File: src/rtl/core/assert_macros.svh
// Assertion macros used by the top RTL file of the normalizer.
`ifndef ASSERT_MACROS_SVH
`define ASSERT_MACROS_SVH

// Same-cycle implication, disabled while reset is asserted.
`define ASSERT_IMPLIES(lbl, clk, rstn, ante, cons, msg) \
  lbl: assert property (@(posedge clk) disable iff (!rstn) (ante) |-> (cons)) \
    else $error(msg);

// Next-cycle implication, disabled while reset is asserted.
`define ASSERT_NEXT(lbl, clk, rstn, ante, cons, msg) \
  lbl: assert property (@(posedge clk) disable iff (!rstn) (ante) |=> (cons)) \
    else $error(msg);

`endif

File: src/rtl/core/rzn_fifo.sv
// Small register FIFO used for the tuple queue and the result queue.
module rzn_fifo #(
  parameter int unsigned WIDTH = 8,
  parameter int unsigned DEPTH = 2
) (
  input  logic             clk_i,
  input  logic             rst_ni,
  input  logic             push_i,
  output logic             full_o,
  input  logic [WIDTH-1:0] wdata_i,
  input  logic             pop_i,
  output logic             empty_o,
  output logic [WIDTH-1:0] rdata_o
);

  localparam int unsigned PW = (DEPTH > 1) ? $clog2(DEPTH) : 1;
  localparam int unsigned CW = $clog2(DEPTH + 1);

  logic [WIDTH-1:0] data_q [DEPTH];
  logic [PW-1:0]    wr_ptr_q, rd_ptr_q;
  logic [CW-1:0]    cnt_q;
  logic             do_push, do_pop;

  assign full_o  = (cnt_q == CW'(DEPTH));
  assign empty_o = (cnt_q == '0);
  assign do_push = push_i && !full_o;
  assign do_pop  = pop_i && !empty_o;
  assign rdata_o = data_q[rd_ptr_q];

  always_ff @(posedge clk_i or negedge rst_ni) begin
    if (!rst_ni) begin
      wr_ptr_q <= '0;
      rd_ptr_q <= '0;
      cnt_q    <= '0;
    end else begin
      if (do_push) begin
        wr_ptr_q <= (wr_ptr_q == PW'(DEPTH - 1)) ? '0 : wr_ptr_q + 1'b1;
      end
      if (do_pop) begin
        rd_ptr_q <= (rd_ptr_q == PW'(DEPTH - 1)) ? '0 : rd_ptr_q + 1'b1;
      end
      if (do_push && !do_pop) begin
        cnt_q <= cnt_q + 1'b1;
      end else if (do_pop && !do_push) begin
        cnt_q <= cnt_q - 1'b1;
      end
    end
  end

  always_ff @(posedge clk_i) begin
    if (do_push) begin
      data_q[wr_ptr_q] <= wdata_i;
    end
  end

endmodule

File: config.mk
export PLATFORM = sky130hd
export DESIGN_NAME = rzn_fifo
export DESIGN_NICKNAME = d
export VERILOG_FILES = /design/src/rtl/core/assert_macros.svh /design/src/rtl/core/rzn_fifo.sv
export SDC_FILE = /design/constraint.sdc
export NUM_CORES = 1
export LEC_CHECK = 0
export BUFFER_PORTS_ARGS = -buffer_cell sky130_fd_sc_hd__clkbuf_2
export CORE_UTILIZATION = 35
export CTS_CLUSTER_SIZE = 8
export DETAILED_ROUTE_END_ITERATION = 10
export PLACE_DENSITY_LB_ADDON = 0.15
export SYNTH_ARGS = -nofsm -noshare
export SYNTH_HDL_FRONTEND = slang
export SYNTH_SLANG_ARGS = --single-unit
File: constraint.sdc
create_clock -name clk_i -period 4 [get_ports clk_i]
set_input_delay 0.6 -clock clk_i [delete_from_list [all_inputs] [get_ports clk_i]]
set_output_delay 0.6 -clock clk_i [all_outputs]
set_load 0.1 [all_outputs]
==> results by group <==
Global routing
  • GRT Total Usage: 10.2%
  • Congestion Overflow GR: 0
  • Grt peak-use layer: met2
  • Largest net degree at the start of global routing: 12
  • Grt met1 use: 11.8%
  • Grt met2 use: 16.7%
  • Vias in the first global route: 410
  • First-pass GRT wire length: 1770 µm
  • Met3 Track Usage GR: 2.80%
  • Initial antenna violation count: 0

STA
  • Final setup fails: 0
  • Max Slew Vio Count: 0
  • Slew HR: 56.4%
  • Period utilization: 55.6%
  • Fin. Hold Viols: 0
  • Final WS setup: 1770 ps
  • Fin Setup TNS: 0 ps
  • RSZ-0062 raised after global routing: false
  • Min cycle time layout: 2230 ps
  • Max Fclk: 0.449 GHz
  • Worst Skew: 2.38 ps
  • Slew @ Worst Pin: 651 ps

Yosys
  • Mapped Cells: 44
  • Average size of a mapped cell: 17.8 µm²
  • Ys async rst share: 20.0%
  • Syn Nets: 57
  • Synth warn: 0
  • Most common cell in the synthesized netlist: edfxtp_1
  • Commonest cells in the synthesized netlist: edfxtp_1, mux2_1, dfrtp_1, nor2_1
  • Yosys cell types: 15
  • Yosys reg bits: 20
  • Register area share after synthesis: 74.2%
  • Post-synth top area share: 61.4%
  • EDFF count, synth: 16
  • Netlist Area Pre-Place: 782 µm²
  • Main area contributors after synthesis: edfxtp_1, dfrtp_1, mux2_1
  • Main flop type after synthesis: edfxtp_1
  • Cell taking the most area after synthesis: edfxtp_1

CTS
  • Clk Latency, worst-skew pair: 290 ps
  • CTS Buffer Depth: 2
  • CTS tree: built
  • # H-tree levels: 1
  • Setup bufs post-CTS: 0
  • Root Driver: clkbuf_4
  • CTS clk-pin slew, worst paths: 100 ps
  • TritonCTS Buffers: 3
  • CTS hold repair buffers: 0
  • Clk sink count: 20
  • Resize count post-CTS: 0

Drt
  • Avg WL per Cell: 11.4 µm
  • Starting DRT DRC Count: 8
  • DR DRC count: 0
  • Final wirelength: 1090 µm
  • DR vias/cell: 4.58
  • Total number of vias: 435
  • Drt pass-1 iters: 3
  • Post-route ant nets: 0

Outcome
  • Status: completed

Worst setup path
  • FF-to-FF path depth: 3
  • Req. time, crit path: 3400 ps
  • Critical setup path kind: register to output port
  • Crit path launch type: register
  • Reg-to-reg startpoint: cnt_q[0]
  • CP endpoint kind: output port
  • CP Max Fanout: 9
  • R2R Setup Slk: 2410 ps
  • CP arrival: 1630 ps
  • Crit Reg-Reg Endpoint: data_q[0][5]

Placed design
  • GPL Wtd Cong: 0.638
  • Pre-CTS setup slack: 2090 ps
  • Hpwl dp: 849 µm
  • Port Buffer Count: 21

Cells and area
  • Number of diodes: 0
  • Area grow syn2layout: 21.8%
  • Nets: 82
  • Sequential Area: 581 µm²
  • Filler Cell Count: 187
  • Share of cells above drive strength 1: 42.6%
  • Multi-input gate area: 189 µm²

Die
  • Total Die Area: 2430 µm²
  • Starting Density: 38.7%
  • # IOs: 22
  • Die height: 49.3 µm
  • Core area: 2020 µm²
  • Die width: 49.3 µm
  • Row cnt: 16

Flow run
  • MaxCap Viol Count: 0

Worst hold path
  • Hold Path Class: input port to asynchronous set/reset pin
-- logic make-up after synthesis --
family          Yosys count  share of synthesized area, %
flops                    20                          74.2
simple gates              6                          3.84
fa+ha+maj                 1                          1.60
buf+inv                   3                          1.60
xor+xnor                  5                          6.56
mux                       8                          11.5
compound gates            1                         0.639
-- critical path, cell delays in order (launching register included) --
cell	delay (ps)
dfrtp_1	590
mux2_2	380
clkbuf_2	370
-- how the worst max path moves through the flow --
stage	from	end
3_5_place_dp	rd_ptr_q	rdata_o[2]
4_1_cts	rd_ptr_q	rdata_o[2]
3_3_place_gp	rd_ptr_q	rdata_o[2]
5_1_grt	rd_ptr_q	rdata_o[2]
2_1_floorplan	cnt_q[0]	empty_o
6_report	rd_ptr_q	rdata_o[7]
-- placed cells by master, fill, tap and decap left out, types with 2 or more instances in the layout --
cell | synthesis | layout
mux2_2 | 2 | 2
clkbuf_4 | 0 | 3
xor2_1 | 2 | 2
nor2_1 | 3 | 3
inv_1 | 2 | 2
xnor2_1 | 2 | 2
mux2_1 | 6 | 6
edfxtp_1 | 16 | 16
dfrtp_1 | 4 | 4
clkbuf_2 | 0 | 21
-- registers in the layout (all words and copies together) (netlist names) --
name and count:
data_q 16, cnt_q 2, rd_ptr_q 1, wr_ptr_q 1
-- metal layers --
layer	up-vias	wire (µm)
met4	0	0
met1	213	453
met5	-	0
li1	208	-
met2	14	584
met3	0	47
-- metrics by stage --
stage               utilization (%)  hold WS [ps]  instances  instance area [µm²]
global route                   47.1          74.9         95                  952
finish                         47.1          95.5         95                  952
floorplan                         -           304         44                  782
global placement               45.3           418         91                  916
CTS                            47.1          86.5         95                  952
detailed placement             45.3           417         91                  916
-- layout make-up --
| cell class | count | area share (%) |
|---|---|---|
| Inverter | 2 | 0.788 |
| Clock buffer | 4 | 3.81 |
| Tap cell | 27 | 3.55 |
| Sequential cell | 20 | 61.0 |
| Multi-Input combinational cell | 21 | 19.8 |
| Timing Repair Buffer | 21 | 11.0 |
Power is not shown: default switching activity piles up to over one toggle a cycle in this logic, so the estimate is an artifact.
