### config.mk
export PLATFORM = sky130hd
export DESIGN_NAME = rzn_front
export DESIGN_NICKNAME = d
export VERILOG_FILES = /design/src/rtl/core/assert_macros.svh /design/src/rtl/core/rzn_pkg.sv /design/src/rtl/core/rzn_front.sv
export SDC_FILE = /design/constraint.sdc
export NUM_CORES = 1
export LEC_CHECK = 0
export BUFFER_PORTS_ARGS = -buffer_cell sky130_fd_sc_hd__clkbuf_2
export CAP_MARGIN = 0
export CORE_MARGIN = 1
export CORE_UTILIZATION = 35
export DETAILED_ROUTE_END_ITERATION = 10
export GPL_TIMING_DRIVEN = 0
export PLACE_DENSITY = 0.91
export SETUP_SLACK_MARGIN = 0.02
export SLEW_MARGIN = 20
export SYNTH_ARGS = -nofsm -noshare
export SYNTH_HDL_FRONTEND = slang
export SYNTH_SLANG_ARGS = --single-unit
### constraint.sdc
create_clock -name clk_i -period 6 [get_ports clk_i]
set_input_delay 0.9 -clock clk_i [delete_from_list [all_inputs] [get_ports clk_i]]
set_output_delay 0.9 -clock clk_i [all_outputs]
set_load 0.005 [all_outputs]
### src/rtl/core/assert_macros.svh
// Assertion macros used by the top RTL file of the normalizer.
`ifndef ASSERT_MACROS_SVH
`define ASSERT_MACROS_SVH

// Same-cycle implication, disabled while reset is asserted.
`define ASSERT_IMPLIES(lbl, clk, rstn, ante, cons, msg) \
  lbl: assert property (@(posedge clk) disable iff (!rstn) (ante) |-> (cons)) \
    else $error(msg);

// Next-cycle implication, disabled while reset is asserted.
`define ASSERT_NEXT(lbl, clk, rstn, ante, cons, msg) \
  lbl: assert property (@(posedge clk) disable iff (!rstn) (ante) |=> (cons)) \
    else $error(msg);

`endif

### src/rtl/core/rzn_pkg.sv
// Shared types and constants of the running z-score normalizer.
package rzn_pkg;

  localparam int unsigned MAX_DIM_DEF = 16;
  localparam int unsigned DIM_W       = 5;
  localparam int unsigned VAL_W       = 32;
  localparam int unsigned TAG_W       = 32;
  localparam int unsigned SCORE_W     = 18;
  localparam int unsigned SUM_W       = 64;
  localparam int unsigned CNT_W       = 32;

  localparam logic [DIM_W-1:0] DIM_RST = DIM_W'(16);

  // Tuple handed from the front to the back.
  typedef struct packed {
    logic err;
    logic bank;
  } job_t;

  // Buffer bank handed back by the back when a tuple is done.
  typedef struct packed {
    logic valid;
    logic bank;
  } rel_t;

  typedef struct packed {
    logic [TAG_W-1:0]          tag;
    logic signed [SCORE_W-1:0] score;
    logic                      run_end;
    logic                      length_error;
  } result_t;

  // Per-channel statistics word.
  typedef struct packed {
    logic signed [SUM_W-1:0] sum;
    logic [SUM_W-1:0]        sq;
    logic signed [VAL_W-1:0] low;
    logic signed [VAL_W-1:0] high;
  } stats_t;

  localparam stats_t STATS_RST = '{
    sum:  '0,
    sq:   '0,
    low:  32'sh7FFF_FFFF,
    high: 32'sh8000_0000
  };

  localparam int unsigned STATS_W = $bits(stats_t);
  localparam int unsigned RES_W   = $bits(result_t);
  localparam int unsigned JOB_W   = $bits(job_t);

endpackage

### src/rtl/core/rzn_front.sv
// Element intake: buffers elements into a free bank and classifies each tuple.
module rzn_front #(
  parameter int unsigned MAX_DIM = 16,
  localparam int unsigned IDX_W  = (MAX_DIM > 1) ? $clog2(MAX_DIM) : 1
) (
  input  logic                        clk_i,
  input  logic                        rst_ni,
  input  logic [rzn_pkg::DIM_W-1:0]   dim_i,
  input  logic                        push_i,
  output logic                        full_o,
  input  logic [rzn_pkg::VAL_W-1:0]   sample_value_i,
  input  logic [rzn_pkg::TAG_W-1:0]   element_tag_i,
  input  logic                        tuple_end_i,
  output logic                        buf_we_o,
  output logic [IDX_W:0]              buf_waddr_o,
  output logic [rzn_pkg::VAL_W+rzn_pkg::TAG_W-1:0] buf_wdata_o,
  output logic                        job_push_o,
  input  logic                        job_full_i,
  output rzn_pkg::job_t               job_o,
  input  rzn_pkg::rel_t               rel_i
);
  import rzn_pkg::*;

  localparam int unsigned FW = $clog2(MAX_DIM + 2);
  localparam int unsigned CW = (FW > DIM_W) ? FW : DIM_W;

  logic [FW-1:0] fill_q;
  logic          bank_q;
  logic [1:0]    busy_q, busy_d;
  logic          accept;
  logic [FW-1:0] count;
  logic          err;

  assign full_o = job_full_i || busy_q[bank_q];
  assign accept = push_i && !full_o;

  // Saturate the element count one past the buffer depth.
  assign count = (fill_q <= FW'(MAX_DIM)) ? fill_q + 1'b1 : fill_q;
  assign err   = (dim_i == '0) || (CW'(dim_i) > CW'(MAX_DIM)) || (CW'(count) != CW'(dim_i));

  assign buf_we_o    = accept && (fill_q < FW'(MAX_DIM));
  assign buf_waddr_o = {bank_q, fill_q[IDX_W-1:0]};
  assign buf_wdata_o = {sample_value_i, element_tag_i};

  assign job_push_o = accept && tuple_end_i;
  assign job_o      = '{err: err, bank: bank_q};

  // Free a bank the back is done with; claim the bank of a good tuple.
  always_comb begin
    busy_d = busy_q;
    if (rel_i.valid) begin
      busy_d[rel_i.bank] = 1'b0;
    end
    if (accept && tuple_end_i && !err) begin
      busy_d[bank_q] = 1'b1;
    end
  end

  always_ff @(posedge clk_i or negedge rst_ni) begin
    if (!rst_ni) begin
      fill_q <= '0;
      bank_q <= 1'b0;
      busy_q <= '0;
    end else begin
      busy_q <= busy_d;
      if (accept) begin
        if (tuple_end_i) begin
          fill_q <= '0;
          // Hand a good tuple's bank to the back and switch to the other one.
          if (!err) begin
            bank_q <= ~bank_q;
          end
        end else begin
          fill_q <= count;
        end
      end
    end
  end

endmodule

==> results by group <==
Outcome
  • Outcome: finished clean

Global route
  • Vias in the first global route: 1034
  • First-pass GRT wire length: a little over 4000 um
  • Grt total ovfl: 0
  • Pin count of the biggest net entering global routing: 11
  • Initial antenna violation count: 0
  • GRT Resource Usage Total: 15.05%

Pwr
  • P per Cell Area: 151.2 nW/um^2
  • Pleak: 0.9733 nW
  • Worst ir drop on vdd: 63.11 uV

Worst setup path
  • CP delay by family, top: simple AND/OR/NAND/NOR gates
  • Critical path peak fanout: 8
  • CP peak stage delay: 470 ps
  • R2R Path Start: fill_q[0]
  • WP buf/inv: 3
  • Worst-path cell chain: inv_1 > ha_1 > or3b_4 > and3_4 > nor3_1 > o2111ai_1 > buf_4 > clkbuf_2
  • Reg-to-reg setup timing slack: 3860 ps
  • Worst Reg2Reg Path Length in Cells: 7
  • Worst Setup End Kind: output pin
  • Slowest cell on the critical path: dfrtp_1
  • WP depth: 8
  • Worst path arrival time: 2270 ps
  • Req. time, crit path: 5100 ps
  • CP Class: flip-flop to output pin
  • Reg-to-reg endpoint: busy_q[0]
  • Worst Setup Start Kind: flip-flop

Synthesis
  • Syn avg cell area: between 8 and 9 um^2
  • Syn Std Cell Area: 1170 um^2
  • Gate Count Post-Synth: roughly 150
  • Yosys reg bits: 8
  • YS warnings: 0
  • Synth Net Count: 223
  • Sequential area share after synthesis: between 10% and 20%
  • Count of different cell masters after synthesis: 39

Final layout
  • Most common cell after layout, fill and taps aside: clkbuf_2
  • Area growth syn-to-layout: 42.99%
  • Ant. Diodes: 0
  • Finished Cell Area: between 1500 and 2000 um^2
  • Share of layout cells above drive strength 1: 69.96%
  • Most frequent cells in the layout: clkbuf_2, buf_4, dfrtp_1
  • Final net count: 313
  • Non-filler cells, final: about 280

Placement
  • GPL Wtd Cong: 0.7730
  • Inst Count DP: 274
  • I/O Buffers: 85
  • DP Area: between 1500 and 2000 um^2
  • HPWL Detailed: approximately 2600 um

Clock network
  • Hold Buf Count CTS: 0
  • Max H-tree Level: 1
  • Number of CTS-inserted buffers: 3
  • Post-CTS Resized: 0
  • Clock sink count: 8
  • Root Driver: clkbuf_4
  • Post-CTS Setup Bufs: 0
  • Clk slew on worst S/H paths: around 50 ps
  • TritonCTS clock tree: yes
  • Skew-Pair Late Insertion Delay: ~250 ps
  • CTS Buffer Depth: 2

Die
  • Rows: 20
  • Starting Density: 37.70%
  • Num ports: 150
  • Die area: 3578 um^2
  • Chip height: 59.82 um
  • Core area: 3103 um^2
  • Die Wd: roughly 60 um

STA
  • Unrepaired setup endpoints after global routing: no
  • Max Clk Rate: 0.3159 GHz
  • Hold Violations, Final: 0
  • Worst Tran Pin Value: approximately 610 ps
  • Rel. slew slack: 58.45%
  • Final setup viols: 0
  • Minimum hold slack: 482.2 ps
  • Setup TNS: 0 ps
  • Period utilization: between 50% and 60%
  • Clk_skew: between 1.5 and 2 ps
  • Max Slew Vio Count: 0
  • Min Tclk post-route: 3166 ps

Routing
  • DR WL/cell: a little over 10 um
  • DRT iter0 DRCs: 32
  • Total Wirelength: 2854 um
  • DRT Pass-1 Iters: 3
  • Final ANT Viol Nets: 0
  • DRC: 0
  • Via density: 4.354
  • DR vias: 1206

Min path
  • Min-delay worst type: input port to async pin

Run
  • Max Cap Viol: 0
-- final cells by class --
cell class / instances / area [um^2]
fillers: 318 / 1430
plain buffers: 74 / 551.8
repair buffers: 85 / 425.4
multi-input cells: 56 / 391.6
flip-flops and latches: 8 / 200.2
well taps: 44 / 55.05
inverters: 7 / 26.28
clock buffers: 3 / 22.52
-- flip-flops by register name, indices dropped and copies added, names as in the netlist --
register  count
fill_q        5
busy_q        2
bank_q        1
-- how the worst max path moves through the flow --
stage / start / to / slack [ps]
global placement: dim_i[1] / job_o[1] / 3020
finish: fill_q[0] / job_o[1] / 2830
floorplan: dim_i[1] / job_o[1] / 3320
CTS: fill_q[0] / job_o[1] / 2800
global route: fill_q[0] / job_o[1] / 2650
detailed placement: dim_i[1] / job_o[1] / 3000
-- layer usage --
metal	share of wire [%]	vias up	global-route usage, %
met5	0	-	0
met4	0.46	0	3.322
met3	9.3	2	3.896
met2	60	71	31.90
met1	31	542	13.76
li1	-	591	-
-- power breakdown --
part | switching [W] | total [W] | leakage (nW) | internal, W
sequential | 0.0000118 | 0.0000733 | 0.106 | 0.0000614
combinational | 0.0000535 | 0.000139 | 0.853 | 0.0000857
clock | 0.0000177 | 0.0000405 | 0.0138 | 0.0000228
total | 0.0000830 | 0.000253 | 0.973 | 0.000170
-- per-stage QoR --
step,total power [W],util [%],worst slack [ps]
floorplan,0.0001654,-,3324
global placement,0.0002104,53.19,3020
detailed placement,0.0002151,53.19,3003
CTS,0.0002569,53.91,2805
global route,0.0002757,53.91,2645
finish,0.0002530,53.91,2834
-- cells in the mapped netlist (all sizes together) --
master / instances / area [um^2]
nand4b: 2 / 17.52
a211o: 1 / 8.760
nor3: 2 / 10.01
a211oi: 1 / 7.510
inv: 7 / 26.28
nor2: 2 / 7.510
a21oi: 3 / 15.01
nand2b: 4 / 25.02
or3b: 1 / 11.26
o22a: 1 / 8.760
dfrtp: 8 / 200.2
a22oi: 1 / 7.510
o21ai: 5 / 25.02
nor4: 2 / 12.51
and3b: 1 / 8.760
clkbuf: 2 / 7.510
xnor2: 2 / 17.52
a2111oi: 2 / 18.77
nand3: 1 / 5.000
a21boi: 3 / 22.52
or3: 1 / 6.260
mux2i: 1 / 10.01
o2111ai: 2 / 23.77
o31ai: 2 / 15.01
xor2: 1 / 8.760
and3: 2 / 17.52
nand3b: 1 / 7.510
and2: 1 / 6.260
nand2: 7 / 26.28
a31o: 1 / 8.760
o21a: 1 / 7.510
buf: 72 / 544.3
ha: 2 / 25.02
-- logic make-up after synthesis --
kind of cell	share of synthesized area, %
flip-flops	17.11
AO/OA/AOI/OAI	14.44
AND/OR/NAND/NOR	13.80
XOR/XNOR	2.246
buffers and inverters	49.41
adder cells (fa/ha/maj)	2.139
multiplexers	0.8556
Note: power is estimated with default switching activity, not from simulation.
