$ cat src/rtl/core/assert_macros.svh
// Assertion macros used by the top RTL file of the normalizer.
`ifndef ASSERT_MACROS_SVH
`define ASSERT_MACROS_SVH

// Same-cycle implication, disabled while reset is asserted.
`define ASSERT_IMPLIES(lbl, clk, rstn, ante, cons, msg) \
  lbl: assert property (@(posedge clk) disable iff (!rstn) (ante) |-> (cons)) \
    else $error(msg);

// Next-cycle implication, disabled while reset is asserted.
`define ASSERT_NEXT(lbl, clk, rstn, ante, cons, msg) \
  lbl: assert property (@(posedge clk) disable iff (!rstn) (ante) |=> (cons)) \
    else $error(msg);

`endif

$ cat src/rtl/core/rzn_ram.sv
// Generic single-write, single-read RAM with registered read data.
module rzn_ram #(
  parameter int unsigned WIDTH = 32,
  parameter int unsigned DEPTH = 16,
  localparam int unsigned AW   = (DEPTH > 1) ? $clog2(DEPTH) : 1
) (
  input  logic             clk_i,
  input  logic             we_i,
  input  logic [AW-1:0]    waddr_i,
  input  logic [WIDTH-1:0] wdata_i,
  input  logic [AW-1:0]    raddr_i,
  output logic [WIDTH-1:0] rdata_o
);

  logic [WIDTH-1:0] mem_q [DEPTH];
  logic [WIDTH-1:0] rdata_q;

  always_ff @(posedge clk_i) begin
    if (we_i) begin
      mem_q[waddr_i] <= wdata_i;
    end
    rdata_q <= mem_q[raddr_i];
  end

  assign rdata_o = rdata_q;

endmodule

$ cat config.mk
export PLATFORM = sky130hd
export DESIGN_NAME = rzn_ram
export DESIGN_NICKNAME = d
export VERILOG_FILES = /design/src/rtl/core/assert_macros.svh /design/src/rtl/core/rzn_ram.sv
export SDC_FILE = /design/constraint.sdc
export NUM_CORES = 1
export LEC_CHECK = 0
export ABC_CLOCK_PERIOD_IN_PS = 11400
export BUFFER_PORTS_ARGS = -buffer_cell sky130_fd_sc_hd__buf_2
export CAP_MARGIN = 20
export CORE_MARGIN = 5
export CORE_UTILIZATION = 60
export DETAILED_ROUTE_END_ITERATION = 7
export PLACE_DENSITY = 0.89
export SLEW_MARGIN = 20
export SYNTH_ARGS = -nofsm -noshare
export SYNTH_HDL_FRONTEND = slang
export SYNTH_SLANG_ARGS = --single-unit
$ cat constraint.sdc
create_clock -name clk_i -period 11.4 [get_ports clk_i]
set_input_delay 2.28 -clock clk_i [delete_from_list [all_inputs] [get_ports clk_i]]
set_output_delay 2.28 -clock clk_i [all_outputs]
set_load 0.01 [all_outputs]
==> results of run 1 <==
## worst max path at each step
stage                   to  slack [ns]        from
5_1_grt        rdata_o[28]        6.95  raddr_i[0]
3_3_place_gp   rdata_o[18]        6.61  raddr_i[1]
4_1_cts        rdata_o[28]        7.05  raddr_i[1]
6_report       rdata_o[28]        7.00  raddr_i[1]
3_5_place_dp   rdata_o[18]        6.56  raddr_i[1]
2_1_floorplan  mem_q[0][0]        5.94  waddr_i[2]
## per-stage QoR
stage	worst slack (ns)	area (sq um)	util, %
global placement	6.61	20900	63.9
floorplan	5.94	19900	-
global route	6.95	22600	69.1
detailed placement	6.56	20900	64.0
CTS	7.05	22500	69.0
finish	7.00	22600	69.1
## cell usage after synthesis (all sizes together)
cell    instances
edfxtp        512
mux4          128
a22oi          64
nand2          33
dfxtp          32
buf            26
clkbuf         17
nor2           13
nor3            4
nand2b          2
nand3b          2
nor2b           2
and2            1
nand3           1
or3b            1
## routing by layer
layer | vias to the layer above | share of wire, %
li1 | 3780 | -
met1 | 4961 | 34
met2 | 668 | 52
met3 | 118 | 9.9
met4 | 4 | 3.9
met5 | - | 0.046
## where the power goes
part / switching, uW / internal, uW / total, uW
combinational: 120 / 80.1 / 200
clock: 705 / 955 / 1660
sequential: 19.0 / 2240 / 2250
total: 844 / 3270 / 4120
## worst max-delay path, cell delays in order
cell     delay (ns)
buf_4          0.78
buf_4          0.79
mux4_2         0.43
a22oi_1        0.34
nand2_1        0.13
## registers in the layout, summed over array words and instances (netlist names)
register and cells:
mem_q 512, rdata_o 32
## placed cells by master, fill, tap and decap left out, drive strengths merged
cell type | synthesis | final
a22oi | 64 | 64
and2 | 1 | 1
buf | 26 | 95
bufinv | 0 | 2
clkbuf | 17 | 79
clkinv | 0 | 13
clkinvlp | 0 | 1
dfxtp | 32 | 32
diode | 0 | 3
edfxtp | 512 | 512
mux4 | 128 | 128
nand2 | 33 | 33
nand2b | 2 | 2
nand3 | 1 | 1
nand3b | 2 | 2
nor2 | 13 | 13
nor2b | 2 | 2
nor3 | 4 | 4
or3b | 1 | 1
## layout make-up
cell class / instances / area share [%]
Clock inverter: 16 / 0.555
Timing Repair Buffer: 96 / 2.61
Antenna cell: 3 / 0.0333
Clock buffer: 78 / 6.70
Sequential cell: 544 / 71.0
Multi-Input combinational cell: 251 / 16.6
Tap cell: 442 / 2.45
## cells by family (layout without fill, tap and decap cells)
| group | Yosys count | count (layout) | share of synthesized area, % |
|---|---|---|---|
| flops | 544 | 544 | 80.7 |
| other cells | 0 | 3 | 0 |
| buf+inv | 43 | 190 | 1.12 |
| simple gates | 59 | 59 | 1.27 |
| mux | 128 | 128 | 14.5 |
| compound gates | 64 | 64 | 2.42 |
==> impl_metrics.py, run 1 <==
metrics = {
    "status": {
        "status": "complete, no violations",
    },
    "worst_setup_path": {
        "worstReg2RegEnd": "rdata_o[18]",
        "start_kind": "input pin",
        "critPathMaxFanout": 73,
        "end_kind": "flip-flop",
        "crit_type": "input pin to flip-flop",
        "regToRegSetupSlack_ns": 9.91,
        "crit_required_ns": 11.83,
        "critPathArrivalTime_ns": 4.82,
        "r2r_cells": 3,
        "worstReg2RegStart": "mem_q[10][18]",
    },
    "sta": {
        "final.min_clock_period_ns": 4.40,
        "rsz0062_at_grt": "false",
        "hold_violations": 0,
        "holdWs_ns": 0.673,
        "worst_pin_slew_ns": 1.08,
        "post-route-period-util_pct": 38.6,
        "fin_tns_setup_ns": 0,
        "finalMaxSlewViolations": 0,
        "clock_skew_ns": 0.0113,
        "relSlewSlack_pct": 28.0,
        "fmax_mhz": 228,
        "setup_viol": 0,
    },
    "synthesis": {
        "synth_top_area_share_pct": 77.4,
        "synth_cells": 838,
        "synth_seq_cells": 544,
        "synth_area_sq_um": 19900,
        "syn_avg_cell_area_sq_um": 23.7,
        "syn_nets": 880,
        "synthTopCellsByArea": "edfxtp_1 77%, mux4_2 15%, dfxtp_1 3.2%",
        "yosysWarnings": 0,
        "yosys.area.top_type": "edfxtp_1",
        "synth_cell_types": 18,
        "yosysSeqAreaShare_pct": 80.7,
    },
    "layout": {
        "multi_input_area_sq_um": 3750,
        "stdcell_count": 1430,
        "fillerInstances": 1764,
        "regArea_sq_um": 16000,
        "nets": 986,
        "areaGrowthSynthToFinish_pct": 13.6,
        "drive_gt1_share_pct": 32.2,
    },
    "clock_network": {
        "hold_buffers": 0,
        "htreeDepth": 2,
        "cts_tree": "built",
        "cts_sinks": 544,
        "path_clk_slew_ns": 0.06,
        "clkLatencyLatePin_ns": 0.57,
        "clock_path_buffers": 3,
        "post-cts-setup-buffers": 0,
        "cts-resized-gates": 0,
        "clockRootBuffer": "clkbuf_16",
        "numCtsBuffers": 51,
    },
    "global_route": {
        "grt.busiest_layer": "met2",
        "gr-usage-met1_pct": 32.2,
        "grtUsageMet3_pct": 5.87,
        "grt_usage_pct": 25.8,
        "grt_max_degree": 74,
        "met2_usage_pct": 44.0,
        "grt_first_pass_wirelength_mm": 67.2,
        "grt_antenna_before_repair": 5,
        "overflow": 0,
        "grt_pass1_vias": 10100,
    },
    "drt": {
        "drtPass1Iterations": 5,
        "wl_per_cell_microns": 32.2,
        "final_antenna_net_count": 0,
        "drc": 0,
        "initialDrtViolationCount": 1213,
        "vias": 9531,
        "wl_mm": 46.1,
        "vias_per_cell": 6.67,
    },
    "die": {
        "start_util_pct": 60.9,
        "row_count": 66,
        "core_area_sq_um": 32600,
        "die_h_microns": 192,
        "dieArea_sq_um": 36800,
        "die_x_microns": 192,
        "io_pins": 74,
    },
    "place": {
        "gp_congestion": 0.726,
        "place_hpwl_mm": 21.7,
        "dp_cells": 1332,
        "port_buffers": 73,
    },
    "power": {
        "vdd_drop_max_uv": 133,
        "power_density_nw_per_um2": 182,
        "total_power_uw": 4120,
        "p_leak_uw": 0.00726,
    },
    "worst_hold_path": {
        "hold_depth": 3,
        "hold_end": "rdata_o[8]",
        "min_from": "mem_q[14][8]",
        "hp-class": "flip-flop to flip-flop",
    },
    "flow_run": {
        "drv_cap": 0,
    },
}
No activity file was read; power rests on OpenSTA's default activity.
==> run 2: changes to the inputs <==
- ABC_CLOCK_PERIOD_IN_PS: 11400 -> 4200
- clock period: 11.4 -> 4.2 ns (I/O delays scaled with it)
==> run 2 against run 1 <==
  * Sequential cell count unchanged
  * Global-route usage down 1.4 points
  * Combinational power rose to 2.7 times the previous value
  * Sequential share of layout area down 0.20 points
  * Utilization up 0.19 points
  * Die area unchanged
  * Worst hold slack worse by 0.022 ns
  * Critical endpoint is now rdata_o[6]
  * Largest cell class unchanged
  * Highest routed layer unchanged
==> impl_metrics.py, run 2 (synthesis results as in run 1) <==
metrics = {
    "sta": {
        "clock_skew_ns": 0.0109,
        "hold_violations": 0,
        "post-route-period-util_pct": 55.2,
        "fin_ws_ns": 1.88,
        "worst_pin_slew_ns": 1.05,
        "fin_tns_setup_ns": 0,
        "relSlewSlack_pct": 29.7,
        "final.min_clock_period_ns": 2.32,
        "fmax_mhz": 432,
        "rsz0062_at_grt": "false",
        "finalMaxSlewViolations": 0,
        "setup_viol": 0,
    },
    "clock_network": {
        "hold_buffers": 0,
        "cts_sinks": 544,
        "post-cts-setup-buffers": 0,
        "numCtsBuffers": 50,
        "clock_path_buffers": 3,
        "htreeDepth": 2,
        "clockRootBuffer": "clkbuf_16",
        "cts-resized-gates": 0,
        "cts_tree": "built",
        "clkLatencyLatePin_ns": 0.56,
        "path_clk_slew_ns": 0.07,
    },
    "place": {
        "port_buffers": 73,
        "place_hpwl_mm": 23.0,
        "pre_cts_slack_ns": 1.29,
        "placed_area_sq_um": 20900,
        "gp_congestion": 0.743,
    },
    "drt": {
        "final_antenna_net_count": 0,
        "wl_mm": 43.7,
        "wl_per_cell_microns": 30.5,
        "initialDrtViolationCount": 1254,
        "vias": 9319,
        "drc": 0,
        "vias_per_cell": 6.51,
        "drtPass1Iterations": 5,
    },
    "die": {
        "die_x_microns": 192,
        "io_pins": 74,
        "die_h_microns": 192,
        "row_count": 66,
        "core_area_sq_um": 32600,
        "dieArea_sq_um": 36800,
        "start_util_pct": 60.9,
    },
    "worst_setup_path": {
        "critPathMaxFanout": 44,
        "start_kind": "input pin",
        "crit_type": "input pin to flip-flop",
        "end_kind": "flip-flop",
        "crit_required_ns": 4.64,
        "critPathArrivalTime_ns": 2.75,
    },
    "global_route": {
        "grt_first_pass_wirelength_mm": 64.4,
        "grt_max_degree": 58,
        "overflow": 0,
        "grt_usage_pct": 24.4,
        "grt_antenna_before_repair": 3,
        "grt_pass1_vias": 9991,
    },
    "power": {
        "p_leak_uw": 0.00730,
        "vdd_drop_max_uv": 329,
        "total_power_uw": 11200,
        "power_density_nw_per_um2": 496,
    },
    "flow_run": {
        "drv_cap": 0,
    },
    "layout": {
        "largest-register": "mem_q",
        "final_design_area_no_fill_sq_um": 22600,
        "areaGrowthSynthToFinish_pct": 13.9,
        "final_util_pct": 69.3,
        "layout_common_cells": "512 x edfxtp_1, 128 x mux4_2, 71 x buf_2",
        "nets": 989,
        "drive_gt1_share_pct": 32.9,
        "fillerInstances": 1837,
        "final_common_cell": "edfxtp_1",
        "largest_reg_flops": 512,
    },
    "status": {
        "status": "complete, no violations",
    },
    "worst_hold_path": {
        "hp-class": "input pin to flip-flop",
    },
}
==> run 2: cell count changes in the layout (fill, tap and decap cells not counted), sizes merged <==
cell | before | now
diode | 3 | 1
clkbuf | 79 | 67
buf | 95 | 99
bufinv | 2 | 5
clkinv | 13 | 21
==> run 2: area by class of cell <==
type                            instances  area [sq um]  area share (%)
Clock inverter                         27           258            1.14
Timing Repair Buffer                  100           629            2.78
Multi-Input combinational cell        251          3750            16.6
Antenna cell                            1          2.50          0.0111
Clock buffer                           66          1410            6.21
Sequential cell                       544         16000            70.8
Tap cell                              442           553            2.45
==> run 2: power by group <==
part	switching, uW	leakage, uW	total (uW)	internal, uW
clock	1900	0.000823	4560	2660
sequential	44.4	0.00489	6110	6070
combinational	330	0.00159	548	218
==> run 2: worst paths after layout <==
check	from	end	slack [ns]	cells after the start
worst min-delay path	wdata_i[30]	mem_q[12][30]	0.65	1
worst max register to register	mem_q[11][0]	rdata_o[0]	2.74	3
worst max-delay path	raddr_i[0]	rdata_o[6]	1.88	5
worst min register to register	mem_q[14][10]	rdata_o[10]	0.67	3
==> run 2: worst max-delay path, cell delays in order <==
cell and delay (ns):
clkbuf_8 0.45, buf_4 0.49, mux4_2 0.58, a22oi_1 0.24, nand2_1 0.11
==> run 2: metrics by stage <==
step,hold WS [ns],std cells
floorplan,0.635,838
global placement,0.653,1335
detailed placement,0.658,1335
CTS,0.625,1428
global route,0.634,1431
finish,0.651,1431
==> run 2: routing by layer <==
metal  share of wire, %  GRT usage, %  wire [microns]  vias to the layer above
met5              0.073             0              32                        -
met4                3.7          9.06            1600                        4
met3                8.2          4.49            3590                      111
met2                 54          43.6           23800                      564
met1                 34          30.0           14700                     4848
li1                   -             -               -                     3792
==> run 3: changes to the inputs <==
- ABC_CLOCK_PERIOD_IN_PS: 4200 -> 2000
- CORE_UTILIZATION: 60 -> 55
- PLACE_DENSITY: 0.89 -> 0.86
- clock period: 4.2 -> 2 ns (I/O delays scaled with it)
==> run 3 against run 2 <==
  * Global-route usage down 1.6 points
  * Via count is 2.3% higher
  * Sequential share of layout area down 1.6 points
  * Non-clock buffer count rose by 25
  * Worst hold slack lost 0.44 ns
  * Cell count up 3.3%
  * Critical endpoint is now rdata_o[18]
  * Combinational power up 120%
==> impl_metrics.py, run 3 (synthesis results as in run 1) <==
metrics = {
    "status": {
        "status": "complete, no violations",
    },
    "global_route": {
        "grt_first_pass_wirelength_mm": 66.1,
        "grt_max_degree": 49,
        "grtUsageMet3_pct": 4.88,
        "grt.busiest_layer": "met2",
        "met2_usage_pct": 38.5,
        "grt_pass1_vias": 10100,
        "grt_antenna_before_repair": 3,
        "overflow": 0,
        "gr-usage-met1_pct": 30.7,
        "grt_usage_pct": 22.9,
    },
    "clock_network": {
        "clockRootBuffer": "clkbuf_16",
        "cts_sinks": 544,
        "hold_buffers": 0,
        "path_clk_slew_ns": 0.07,
        "cts_tree": "built",
        "numCtsBuffers": 50,
        "htreeDepth": 2,
        "clock_path_buffers": 3,
        "clkLatencyLatePin_ns": 0.57,
        "cts-resized-gates": 0,
        "post-cts-setup-buffers": 0,
    },
    "place": {
        "gp_congestion": 0.742,
        "port_buffers": 73,
        "place_hpwl_mm": 23.9,
        "dp_cells": 1381,
    },
    "worst_setup_path": {
        "crit_type": "flip-flop to output port",
        "crit_chain": "buf_2",
        "start_kind": "flip-flop",
        "crit_slowest_cell": "dfxtp_1",
        "slowest_delay_ns": 0.41,
        "cp_top_family": "flip-flops",
        "critPathMaxFanout": 1,
        "critPathArrivalTime_ns": 1.13,
        "crit_required_ns": 1.60,
        "timing.critical_path.buf_inv": 1,
        "end_kind": "output port",
    },
    "drt": {
        "drc": 0,
        "drtPass1Iterations": 7,
        "wl_mm": 45.3,
        "final_antenna_net_count": 0,
        "initialDrtViolationCount": 1212,
        "wl_per_cell_microns": 30.6,
        "vias": 9536,
        "vias_per_cell": 6.45,
    },
    "sta": {
        "clock_skew_ns": 0.0238,
        "hold_violations": 0,
        "fmax_mhz": 653,
        "rsz0062_at_grt": "false",
        "final.min_clock_period_ns": 1.53,
        "relSlewSlack_pct": 33.0,
        "setup_viol": 0,
        "finalMaxSlewViolations": 0,
        "worst_pin_slew_ns": 1.01,
        "post-route-period-util_pct": 76.5,
    },
    "die": {
        "die_h_microns": 200,
        "row_count": 69,
        "io_pins": 74,
        "dieArea_sq_um": 40000,
        "start_util_pct": 55.8,
        "core_area_sq_um": 35600,
        "die_x_microns": 200,
    },
    "power": {
        "total_power_uw": 23600,
        "vdd_drop_max_uv": 791,
        "power_density_nw_per_um2": 1020,
        "p_leak_uw": 0.00750,
    },
    "flow_run": {
        "drv_cap": 0,
    },
    "layout": {
        "drive_gt1_share_pct": 34.5,
        "largest-register": "mem_q",
        "largest_reg_flops": 512,
        "nets": 1014,
        "final_util_pct": 65.1,
        "stdcell_count": 1478,
        "areaGrowthSynthToFinish_pct": 16.6,
        "multi_input_area_sq_um": 3780,
        "layout_common_cells": "512 x edfxtp_1, 128 x mux4_2, 71 x buf_2",
        "fillerInstances": 2170,
        "regArea_sq_um": 16000,
        "final_common_cell": "edfxtp_1",
    },
    "worst_hold_path": {
        "hp-class": "input pin to flip-flop",
    },
}
==> run 3: cell count changes in the layout (fill, tap and decap cells not counted), sizes merged <==
| cell | delta |
|---|---|
| clkbuf | +1 |
| inv | +2 |
| clkinvlp | +4 |
| clkinv | -6 |
| buf | +25 |
| diode | +2 |
==> run 3: metal layers <==
| metal | vias to the layer above | wire (microns) |
|---|---|---|
| met5 | - | 7 |
| met4 | 2 | 1180 |
| met3 | 83 | 4510 |
| met2 | 614 | 23200 |
| met1 | 4987 | 16400 |
| li1 | 3850 | - |
==> run 3: cell type report <==
cell class	instances	area share, %
antenna	3	0.0324
multi-input combinational	251	16.3
clock buffer	67	5.94
sequential	544	69.2
timing repair buffer	125	4.83
tap	461	2.49
clock inverter	27	1.22
==> run 3: final timing paths <==
check | startpoint | end | slack (ns) | cells past startpoint
worst max-delay path | rdata_o[18] | rdata_o[18] | 0.47 | 1
worst min-delay path | wdata_i[28] | mem_q[15][28] | 0.21 | 1
worst max register to register | mem_q[9][29] | rdata_o[29] | 0.56 | 3
worst min register to register | mem_q[14][7] | rdata_o[7] | 0.67 | 3
==> run 3: per-stage QoR <==
stage	worst slack, ns	area (sq um)	hold slack [ns]	setup TNS, ns
after detailed placement	0.00358	21500	0.659	0
after CTS	0.458	23100	0.184	0
after floorplan	-0.428	19900	0.499	-149.44
final	0.469	23200	0.207	0
after global placement	0.0728	21500	0.646	0
after global routing	0.440	23100	0.195	0
==> run 3: where the power goes <==
group	internal, uW	switching (uW)	total, uW
clock network	5500	4050	9550
logic	512	707	1220
registers	12700	106	12800
